### src/rtl/psxc_pkg.sv
// Package with types and constants of the sequenced packet receiver.
package psxc_pkg;

    localparam int unsigned BYTE_W   = 8;
    localparam int unsigned POS_W    = 9;
    localparam int unsigned COUNT_W  = 16;
    localparam int unsigned CFG_W    = 16;
    localparam int unsigned STATUS_W = 2;

    localparam logic [POS_W-1:0]   POS_SATURATE    = 9'd257;
    localparam logic [BYTE_W-1:0]  PAYLOAD_LEN_RST = 8'd240;
    localparam logic [COUNT_W-1:0] TOTAL_RST       = 16'd640;
    localparam logic [COUNT_W-1:0] COUNT_MAX       = 16'hFFFF;

    typedef enum logic [STATUS_W-1:0] {
        ST_ACCEPTED = 2'd0,
        ST_ERROR    = 2'd1,
        ST_IGNORED  = 2'd2
    } t_status;

    typedef enum logic {
        CFG_PAYLOAD_LEN = 1'b0,
        CFG_TOTAL       = 1'b1
    } t_cfg_idx;

    typedef struct packed {
        t_status              status;
        logic [BYTE_W-1:0]    sequence_res;
        logic [COUNT_W-1:0]   accepted_total;
        logic                 all_good;
        logic                 complete;
    } t_result;

endpackage

### src/rtl/psxc_rx_if.sv
// Stream interface carrying received bytes into the packet receiver.
interface psxc_rx_if;
    import psxc_pkg::*;

    logic              valid;
    logic              ready;
    logic [BYTE_W-1:0] rx_byte;
    logic              end_of_packet;

    modport source (output valid, output rx_byte, output end_of_packet, input ready);
    modport sink   (input valid, input rx_byte, input end_of_packet, output ready);
endinterface

### src/rtl/psxc_res_if.sv
// Stream interface carrying per-packet results out of the packet receiver.
interface psxc_res_if;
    import psxc_pkg::*;

    logic                valid;
    logic                ready;
    logic [STATUS_W-1:0] status;
    logic [BYTE_W-1:0]   sequence_res;
    logic [COUNT_W-1:0]  accepted_total;
    logic                all_good;
    logic                complete;

    modport source (output valid, output status, output sequence_res,
                    output accepted_total, output all_good, output complete,
                    input ready);
    modport sink   (input valid, input status, input sequence_res,
                    input accepted_total, input all_good, input complete,
                    output ready);
endinterface

### src/rtl/psxc_engine.sv
// Packet parsing state and per-byte next-state logic of the receiver.
module psxc_engine import psxc_pkg::*; (
    input  logic               i_clk,
    input  logic               i_rst_n,
    input  logic               i_accept,
    input  logic [BYTE_W-1:0]  i_rx_byte,
    input  logic               i_end_of_packet,
    input  logic [BYTE_W-1:0]  i_payload_len,
    input  logic [COUNT_W-1:0] i_total,
    output logic               o_res_valid,
    output t_result            o_res
);

    logic [POS_W-1:0]   r_pos, n_pos;
    logic [BYTE_W-1:0]  r_xor, n_xor;
    logic [BYTE_W-1:0]  r_seq, n_seq;
    logic [COUNT_W-1:0] r_count, n_count;
    logic               r_no_err, n_no_err;
    logic               r_finished, n_finished;

    logic               take;
    logic               first;
    logic [BYTE_W-1:0]  xor_upd;
    logic [BYTE_W-1:0]  seq_upd;
    logic               len_ok;
    logic               good;
    t_status            status;

    always_comb begin
        take    = i_accept && !r_finished;
        first   = (r_pos == '0);
        xor_upd = first ? '0 : (r_xor ^ i_rx_byte);
        seq_upd = first ? i_rx_byte : r_seq;
        len_ok  = (r_pos == ({1'b0, i_payload_len} + POS_W'(1)));
        good    = (xor_upd == '0) && (seq_upd == r_count[BYTE_W-1:0]);

        n_pos      = r_pos;
        n_xor      = r_xor;
        n_seq      = r_seq;
        n_count    = r_count;
        n_no_err   = r_no_err;
        n_finished = r_finished;
        status     = ST_IGNORED;

        if (take) begin
            if (!i_end_of_packet) begin
                n_xor = xor_upd;
                n_seq = seq_upd;
                if (r_pos < POS_SATURATE) begin
                    n_pos = r_pos + POS_W'(1);
                end
            end else begin
                // Restart the packet and settle the verdict.
                n_pos = '0;
                n_xor = '0;
                n_seq = '0;
                if (len_ok) begin
                    if (good) begin
                        status = ST_ACCEPTED;
                        if (r_count != COUNT_MAX) begin
                            n_count = r_count + COUNT_W'(1);
                        end
                    end else begin
                        status   = ST_ERROR;
                        n_no_err = 1'b0;
                    end
                    n_finished = (n_count >= i_total);
                end
            end
        end

        o_res_valid          = take && i_end_of_packet;
        o_res.status         = status;
        o_res.sequence_res   = seq_upd;
        o_res.accepted_total = n_count;
        o_res.all_good       = n_no_err;
        o_res.complete       = n_finished;
    end

    always_ff @(posedge i_clk) begin
        if (!i_rst_n) begin
            r_pos      <= '0;
            r_xor      <= '0;
            r_seq      <= '0;
            r_count    <= '0;
            r_no_err   <= 1'b1;
            r_finished <= 1'b0;
        end else begin
            r_pos      <= n_pos;
            r_xor      <= n_xor;
            r_seq      <= n_seq;
            r_count    <= n_count;
            r_no_err   <= n_no_err;
            r_finished <= n_finished;
        end
    end

endmodule

### src/rtl/packet_sequence_xor_checker_core.sv
// Top level of the sequenced packet receiver with XOR checksum.
// Usage:
//   i_rx carries one received byte per word, with end_of_packet set on the
//   last byte of each packet (sequence byte, payload, checksum byte).
//   o_res carries one word per packet end: status, the packet's sequence
//   byte, the accepted count, the sticky all-good flag and completion.
//   i_cfg_we/i_cfg_idx/i_cfg_data write payload length (index 0) and total
//   packet count (index 1); write only while the block is idle.
// Throughput: one byte per cycle, sustained; a byte is taken in the same
//   cycle it is offered when the result register is free or draining.
// Result: the word appears in the cycle after the end-of-packet byte
//   is accepted, held in a single output register.
// Stall: while o_res is stalled with a word pending, i_rx.ready drops and
//   input bytes wait; a word in flight is never dropped or repeated.
// Reset: i_rst_n (synchronous, active low) clears the parse state, count and
//   completion, sets all-good, and restores payload length 240 and total 640.
// After completion every byte is accepted and dropped with no result.
module packet_sequence_xor_checker_core import psxc_pkg::*; (
    input  logic               i_clk,
    input  logic               i_rst_n,
    psxc_rx_if.sink            i_rx,
    psxc_res_if.source         o_res,
    input  logic               i_cfg_we,
    input  logic               i_cfg_idx,
    input  logic [CFG_W-1:0]   i_cfg_data
);

    logic [BYTE_W-1:0]  r_payload_len;
    logic [COUNT_W-1:0] r_total;

    logic               r_out_valid;
    t_result            r_out;

    logic               accept;
    logic               res_valid;
    t_result            res;

    // Take a byte whenever the output register can take a new word.
    assign i_rx.ready = !r_out_valid || o_res.ready;
    assign accept     = i_rx.valid && i_rx.ready;

    // Hold the configuration registers; the user must write them only while idle, as the block does not enforce it.
    always_ff @(posedge i_clk) begin
        if (!i_rst_n) begin
            r_payload_len <= PAYLOAD_LEN_RST;
            r_total       <= TOTAL_RST;
        end else if (i_cfg_we) begin
            unique case (t_cfg_idx'(i_cfg_idx))
                CFG_PAYLOAD_LEN: r_payload_len <= i_cfg_data[BYTE_W-1:0];
                CFG_TOTAL:       r_total       <= i_cfg_data[COUNT_W-1:0];
                default:         r_total       <= r_total;
            endcase
        end
    end

    psxc_engine u_engine (
        .i_clk           (i_clk),
        .i_rst_n         (i_rst_n),
        .i_accept        (accept),
        .i_rx_byte       (i_rx.rx_byte),
        .i_end_of_packet (i_rx.end_of_packet),
        .i_payload_len   (r_payload_len),
        .i_total         (r_total),
        .o_res_valid     (res_valid),
        .o_res           (res)
    );

    // Advance the result register when free or drained; hold it otherwise.
    always_ff @(posedge i_clk) begin
        if (!i_rst_n) begin
            r_out_valid <= 1'b0;
        end else if (i_rx.ready) begin
            r_out_valid <= res_valid;
        end
    end

    always_ff @(posedge i_clk) begin
        if (i_rx.ready && res_valid) begin
            r_out <= res;
        end
    end

    assign o_res.valid          = r_out_valid;
    assign o_res.status         = r_out.status;
    assign o_res.sequence_res   = r_out.sequence_res;
    assign o_res.accepted_total = r_out.accepted_total;
    assign o_res.all_good       = r_out.all_good;
    assign o_res.complete       = r_out.complete;

endmodule

### src/flat_wrapper.sv
// flat-port wrapper written by rule: the top's interface ports become plain ports
module packet_sequence_xor_checker_core_flat import psxc_pkg::*;
  (i_clk, i_rst_n, i_cfg_we, i_cfg_idx, i_cfg_data, i_rx_valid, i_rx_rx_byte, i_rx_end_of_packet, i_rx_ready, o_res_valid, o_res_status, o_res_sequence_res, o_res_accepted_total, o_res_all_good, o_res_complete, o_res_ready);
  psxc_rx_if i_rx_i ();
  psxc_res_if o_res_i ();
  input  logic i_clk;
  input  logic i_rst_n;
  input  logic i_cfg_we;
  input  logic i_cfg_idx;
  input  logic [CFG_W-1:0] i_cfg_data;
  input wire logic [$bits(i_rx_i.valid)-1:0] i_rx_valid;
  input wire logic [$bits(i_rx_i.rx_byte)-1:0] i_rx_rx_byte;
  input wire logic [$bits(i_rx_i.end_of_packet)-1:0] i_rx_end_of_packet;
  output wire logic [$bits(i_rx_i.ready)-1:0] i_rx_ready;
  output wire logic [$bits(o_res_i.valid)-1:0] o_res_valid;
  output wire logic [$bits(o_res_i.status)-1:0] o_res_status;
  output wire logic [$bits(o_res_i.sequence_res)-1:0] o_res_sequence_res;
  output wire logic [$bits(o_res_i.accepted_total)-1:0] o_res_accepted_total;
  output wire logic [$bits(o_res_i.all_good)-1:0] o_res_all_good;
  output wire logic [$bits(o_res_i.complete)-1:0] o_res_complete;
  input wire logic [$bits(o_res_i.ready)-1:0] o_res_ready;
  assign i_rx_i.valid = i_rx_valid;
  assign i_rx_i.rx_byte = i_rx_rx_byte;
  assign i_rx_i.end_of_packet = i_rx_end_of_packet;
  assign i_rx_ready = i_rx_i.ready;
  assign o_res_valid = o_res_i.valid;
  assign o_res_status = o_res_i.status;
  assign o_res_sequence_res = o_res_i.sequence_res;
  assign o_res_accepted_total = o_res_i.accepted_total;
  assign o_res_all_good = o_res_i.all_good;
  assign o_res_complete = o_res_i.complete;
  assign o_res_i.ready = o_res_ready;
  packet_sequence_xor_checker_core u_core (.i_clk(i_clk), .i_rst_n(i_rst_n), .i_rx(i_rx_i), .o_res(o_res_i), .i_cfg_we(i_cfg_we), .i_cfg_idx(i_cfg_idx), .i_cfg_data(i_cfg_data));
endmodule
### config.mk
export PLATFORM = sky130hd
export DESIGN_NAME = packet_sequence_xor_checker_core_flat
export DESIGN_NICKNAME = d
export VERILOG_FILES = /design/src/rtl/psxc_pkg.sv /design/src/rtl/psxc_rx_if.sv /design/src/rtl/psxc_res_if.sv /design/src/rtl/psxc_engine.sv /design/src/rtl/packet_sequence_xor_checker_core.sv /design/src/flat_wrapper.sv
export SDC_FILE = /design/constraint.sdc
export NUM_CORES = 1
export LEC_CHECK = 0
export BUFFER_PORTS_ARGS = -buffer_cell sky130_fd_sc_hd__buf_4
export CAP_MARGIN = 20
export CORE_ASPECT_RATIO = 0.75
export CORE_MARGIN = 3
export CORE_UTILIZATION = 25
export CTS_CLUSTER_DIAMETER = 30
export CTS_CLUSTER_SIZE = 24
export DETAILED_ROUTE_END_ITERATION = 10
export GPL_TIMING_DRIVEN = 0
export SYNTH_ARGS = -nofsm -noshare
export SYNTH_HDL_FRONTEND = slang
export SYNTH_HIERARCHICAL = 1
export SYNTH_SLANG_ARGS = --single-unit
export TNS_END_PERCENT = 20
### constraint.sdc
create_clock -name i_clk -period 6.7 [get_ports i_clk]
set_input_delay 0.335 -clock i_clk [delete_from_list [all_inputs] [get_ports i_clk]]
set_output_delay 0.335 -clock i_clk [all_outputs]
set_load 0.1 [all_outputs]
-- Word level (Yosys, flattened, before mapping)
Cells that the tools add are included.
- add/subtract/negate cells: 3
- $lt $le $gt $ge: 2
- equal/unequal tests: 3
- muxes and demuxes: 22
- bitwise gates (word level): 2
- reduce and logical (&&, ||, !) cells: 15
- operators by type and width (kind ; number):
    $mux 16 ; 8
    $mux 8 ; 4
    $mux 9 ; 2
    $add 16x1->16 const B ; 1
    $ge 16x16->1 ; 1
    $ne 16x16->1 const B ; 1
    $add 8x1->9 const B ; 1
    $add 9x1->9 const B ; 1
    $eq 9x9->1 ; 1
    $logic_not 9->1 ; 1
    $lt 9x9->1 const B ; 1
    $eq 8x8->1 ; 1
    $logic_not 8->1 ; 1
    $mux 1 ; 8
    $xor 8x8->8 ; 1
    $reduce_and 2->1 ; 3
    $logic_and 1x1->1 ; 5
    $reduce_and 3->1 ; 1
    $logic_not 1->1 ; 2
    $reduce_bool 2->1 ; 1
    $logic_or 1x1->1 ; 1
    $not 1->1 ; 1
- register bits after elaboration: 96
- output and inout port bits: 30
- logic and storage cells: 61

-- Depth between registers and ports, before layout
- depth after elaboration: 12
- gate-level depth with buffers: 18
- gate-level depth less buffers: 16

-- Hierarchy
The synthesis kept the hierarchy.
- by module, submodules not included (module ; times used ; cells each ; area an instance (um^2) ; seq. area each (um^2)):
    psxc_engine ; 1 ; 453 ; 3634.7 ; 860.8
    packet_sequence_xor_checker_core ; 1 ; 140 ; 1900.6 ; 1341.3

-- Worst setup path before layout
Ideal clock, no wire load.
- path kind: reg2reg
- start: reg u_core.r_out_valid (netlist: u_core/o_res.valid)
- end: reg u_core.r_out, in the netlist u_core/o_res.accepted_total[1], data pin
- data arrival time: 3.571 ns
- data required time: 6.438 ns
- slack: 2.867 ns
- stages on the path, launching flop included: 11
- path buffers: 0
- period minus slack after synthesis: 3.833 ns
- cell sequence: dfxtp_1 > nand2b_1 > and2_1 > nand2b_1 > nor2_1 > nand4_1 > or4_4 > nor2_8 > inv_6 > nor3_2 > mux2_1
- RTL lines (what ; RTL line ; RTL):
    start: declaration ; packet_sequence_xor_checker_core.sv:31 ; logic r_out_valid;
    start signal: assignment ; packet_sequence_xor_checker_core.sv:73 ; r_out_valid <= res_valid;
    end signal: assignment ; packet_sequence_xor_checker_core.sv:79 ; r_out <= res;
    end: declaration ; packet_sequence_xor_checker_core.sv:32 ; t_result r_out;

-- Final worst setup path
- start: reg u_core.u_engine.r_pos[2]
- end: reg u_core.r_out, in the netlist u_core/o_res.complete, data pin
- longest elaborated chain between the ends: 12
- elaborated cells on any way between the ends: 15
- classes of those cells: order compare: 1; eq/ne: 2; mux: 9; reduce/logical: 3
- ends and longest elaborated chain (what ; RTL line ; RTL):
    start: declaration ; psxc_engine.sv:14 ; logic [POS_W-1:0] r_pos, n_pos;
    start signal: assignment ; psxc_engine.sv:89 ; r_pos <= n_pos;
    $logic_not 9->1 ; psxc_engine.sv:31 ; first = (r_pos == '0);
    $mux 8, on equally long branches ; psxc_engine.sv:33, psxc_engine.sv:32 ;
    $eq 8x8->1 / $logic_not 8->1 (equally long branches) ; psxc_engine.sv:35 ; good = (xor_upd == '0) && (seq_upd == r_count[BYTE_W-1:0]);
    $logic_and 1x1->1 ; psxc_engine.sv:35 ;
    $mux 16 ; psxc_engine.sv:58 ; if (good) begin
    $mux 16 ; psxc_engine.sv:57 ; if (len_ok) begin
    $mux 16 ; psxc_engine.sv:46 ; if (!i_end_of_packet) begin
    $mux 16 ; psxc_engine.sv:45 ; if (take) begin
    $ge 16x16->1 ; psxc_engine.sv:67 ; n_finished = (n_count >= i_total);
    $mux 1 * ; psxc_engine.sv:57 ;
    $mux 1 * ; psxc_engine.sv:46 ;
    $mux 1 * ; psxc_engine.sv:45 ;
    via u_core.u_engine.n_finished ; psxc_engine.sv:19 ; logic r_finished, n_finished;
The timed path passes the listed nets; every way through them passes the cells marked *. The select of a mux whose other input is x is not followed.
A chain may end at the register's enable or synchronous reset.

==> key figures <==
Layout
  – Fraction of layout cells with a size suffix above 1: 20.1%
  – P&R area growth vs syn: 19.9%
  – Fillers: around 2200
  – Design area: between 6000 and 7000 um2
  – # nets final: just over 700
  – N_diodes: 0

Global route
  – Total track usage: roughly 13%
  – Initial antenna violation count: 0
  – Remaining Overflow, GRT: 0
  – Global-route wire length before repair: 23800 um
  – Largest net degree at the start of global routing: 29
  – Vias in the first global route: between 4000 and 5000

Drt
  – Total wire length: 14900 um
  – Via-to-Cell Ratio: around 4.8
  – Initial DRC count: about 330
  – # DRC: 0
  – Via count: ~4600
  – WL/cell: roughly 16 um
  – Post-route ant nets: 0
  – Drt pass-1 iters: 4

Worst setup path
  – Reg-to-reg slack, setup: 2.15 ns
  – Worst Path Max Fanout: 10
  – Kind of critical path: register to register
  – CP max-delay cell: mux2i_1
  – Largest delay contributor family on the critical path: compound AO/OA/AOI/OAI gates
  – Worst setup EP type: register
  – Worst R2R Path Depth: 17
  – Critical R2R Capture: u_core/o_res.complete$_DFFE_PP_
  – R2r startpoint: u_core/u_engine/r_pos[2]$_SDFFE_PN0P_
  – Worst EP arrival: approximately 4.7 ns
  – Critical-path cell list: buf_6 -> nor4_4 -> nand4b_2 -> buf_2 -> mux2i_1 -> o22a_1 -> nand3_4 -> clkbuf_1 -> nor3_1 -> xnor2_1 -> ha_1 -> a211o_1 -> a21oi_1 -> o21ai_0 -> a21oi_1 -> o21bai_1 -> buf_4
  – Crit path launch type: register
  – CP bufs+invs: 4
  – CP max stage delay: a little under 0.4 ns
  – Most frequent CP cell: a21oi_1
  – Required @ worst endpoint: about 7 ns

Synthesis
  – Synth Register Bits: 96
  – Syn_nets: between 600 and 700
  – Ys flop type: dfxtp_1
  – Async SR Flop Fraction: 0%
  – Number of distinct library cells after synthesis: 77
  – XOR/XNOR Fraction of Synth Area: around 6.6%
  – Number of flops mapped to enable cells by yosys: 28
  – Cell taking the most area after synthesis: dfxtp_1
  – Synth Warn #: 6
  – Compound-Gate Fraction of Synth Area: ~14%
  – Mux contribution to synthesized area: approximately 5.2%
  – Combinational family with the most area after synthesis: simple AND/OR/NAND/NOR gates
  – Register area share after synthesis: around two fifths
  – Cells after Synth: around 590
  – Yosys top cell area share: between 20% and 30%
  – Dominant cells by area after synthesis: dfxtp_1 (25%), edfxtp_1 (15%), nand2_1 (4.6%), ha_1 (4.5%), mux2i_1 (3.8%)
  – Synth cell count leaders: dfxtp_1 (68), nand2_1 (68), inv_1 (36)
  – Post-Synth Adder-Cell Area: between 4 and 5%
  – Mean post-synth cell area: 9.33 um2
  – Post-Syn Area: roughly 5500 um2
  – Simple-gate share of the synthesized area: a little under a quarter

CTS
  – Sink Count: 96
  – Clk pin slew, worst setup/hold paths: 0.07 ns
  – Hold-fix buffer count after cts: 0
  – CTS tree: done
  – Post-CTS resize count: 0
  – Max H-tree Level: 3
  – Clock Root Buffer: clkbuf_16
  – Clock Tree Buf Depth: 2
  – Clk Latency, worst-skew pair: about 0.34 ns
  – Total CTS buffers: 9
  – Post-CTS Setup Repair Bufs: 0

Power and ir drop
  – Clock network power share: 39.5%
  – Gate power share: 13.6%
  – Leakage: about 2.5 nW
  – Switching share of power: around 28%
  – Internal power: 0.964 mW
  – Pwr per Cell Area: 202 nW/um2
  – Sw power: 0.374 mW
  – Reg power frac: between 40% and 50%
  – Peak VDD IR: approximately 0.000092 V

Die
  – Die H: 135 um
  – Core area: about 21000 um2
  – Row count: between 40 and 50
  – Die Width: roughly 180 um
  – Io pins: 61
  – DIE AREA: between 20000 and 25000 um2
  – Starting Density: approximately a quarter

Job
  – Max-Cap Viols: 0

STA
  – Period utilization: just under 70%
  – Fmax achieved: approximately 220 MHz
  – Fin Setup TNS: 0 ns
  – Final setup viols: 0
  – Slew @ Worst Pin: between 0.9 and 1 ns
  – RSZ-0062 raised after global routing: false
  – Tmin final: roughly 4.5 ns
  – Rel. slew slack: 36.9%
  – Final Max Tran Viols: 0
  – Final hold viol count: 0
  – Clock Skew: approximately 0.0084 ns

Status
  – Status: complete, no violations

Min path
  – Worst Hold End: u_core/r_total[15]$_SDFFE_PN0P_
  – Hold crit path type: primary input to register
  – Hold depth: 3
  – Worst hold start: i_cfg_data[15]

Placed design
  – RePlAce Congestion: slightly below 0.9
  – Port Buf Inserts: 58
  – Placed inst area: 6330 um2
  – HPWL Detailed: 11200 um
==> metrics by stage <==
stage | hold WS (ns) | setup slack [ns] | std cells | util, % | power [mW]
2_1_floorplan | 0.435 | 2.87 | 593 | - | 0.765
3_3_place_gp | 0.446 | 2.21 | 939 | 29.5 | 0.822
3_5_place_dp | 0.450 | 2.24 | 939 | 29.5 | 0.822
4_1_cts | 0.225 | 2.22 | 955 | 30.9 | 1.35
5_1_grt | 0.248 | 1.89 | 955 | 30.9 | 1.39
6_report | 0.242 | 2.15 | 955 | 30.9 | 1.34
==> worst min-delay path, cell delays in order <==
cell     delay, ns
buf_4         0.09
nand4_1       0.06
o21ai_0       0.07
==> power groups by stage <==
stage               clock [mW]  combinational (mW)  sequential (mW)
CTS                      0.544               0.182            0.628
finish                   0.529               0.182            0.628
global route             0.564               0.196            0.630
global placement             0               0.180            0.642
floorplan                    0              0.0754            0.690
detailed placement           0               0.181            0.641
==> logic make-up after synthesis <==
family                   after synthesis
AND/OR/NAND/NOR                      223
adder cells (fa/ha/maj)               20
flip-flops                            96
AO/OA/AOI/OAI                        112
XOR/XNOR                              42
multiplexers                          28
buffers and inverters                 72
==> how the worst max path moves through the flow <==
stage                                     startpoint                                  endpoint  slack, ns  depth (start not counted)
3_5_place_dp   u_core/u_engine/r_count[1]$_SDFF_PN0_           u_core/o_res.complete$_DFFE_PP_       2.24                         17
3_3_place_gp   u_core/u_engine/r_pos[2]$_SDFFE_PN0P_           u_core/o_res.complete$_DFFE_PP_       2.21                         17
5_1_grt        u_core/u_engine/r_pos[2]$_SDFFE_PN0P_           u_core/o_res.complete$_DFFE_PP_       1.89                         17
6_report       u_core/u_engine/r_pos[2]$_SDFFE_PN0P_           u_core/o_res.complete$_DFFE_PP_       2.15                         17
2_1_floorplan        u_core/o_res.valid$_SDFFE_PN0P_  u_core/o_res.accepted_total[1]$_DFFE_PP_       2.87                         10
4_1_cts        u_core/u_engine/r_count[1]$_SDFF_PN0_           u_core/o_res.complete$_DFFE_PP_       2.22                         17
==> layout make-up <==
cell class                 count  area, um2  area share, %
multi-input combinational    425       2990           45.0
sequential                    96       2200           33.2
timing repair buffer          58        435           6.56
tap                          288        360           5.43
clock buffer                   9        225           3.39
buffer                        32        191           2.88
inverter                      40        155           2.34
clock inverter                 7       80.1           1.21
==> routing by layer <==
layer  global-route usage [%]  wire length [um]  up-vias
met1                     19.3              7730     2192
li1                         -                 -     2273
met4                     3.31               125        0
met2                     18.0              6130      140
met3                     2.75               920        9
met5                        0                 0        -
==> sequential cells by signal, indices dropped and copies added, names as in the netlist, 2 cells and up <==
| name | cells |
|---|---|
| u_core/o_res.accepted_total | 16 |
| u_core/r_total | 16 |
| u_core/u_engine/r_count | 16 |
| u_core/u_engine/r_pos | 9 |
| u_core/o_res.sequence_res | 8 |
| u_core/r_payload_len | 8 |
| u_core/u_engine/r_seq | 8 |
| u_core/u_engine/r_xor | 8 |
| u_core/o_res.status | 2 |
==> placed cells by master, fill, tap and decap left out, drive strengths merged, types with 6 or more instances in the layout <==
master | synthesis | final
clkbuf | 11 | 20
nor4 | 9 | 9
nand3 | 19 | 19
mux2i | 21 | 21
o21ai | 28 | 28
buf | 21 | 79
inv | 38 | 39
nand2 | 68 | 68
nand3b | 11 | 11
a31oi | 8 | 8
ha | 20 | 20
nand4 | 18 | 18
a22oi | 9 | 9
a21oi | 23 | 23
or4 | 6 | 6
mux2 | 7 | 7
nor2 | 29 | 29
and2 | 8 | 8
xor2 | 20 | 20
xnor2 | 22 | 22
dfxtp | 68 | 68
edfxtp | 28 | 28
nor3 | 11 | 11
nand2b | 16 | 16
No activity file was read; power rests on OpenSTA's default activity.
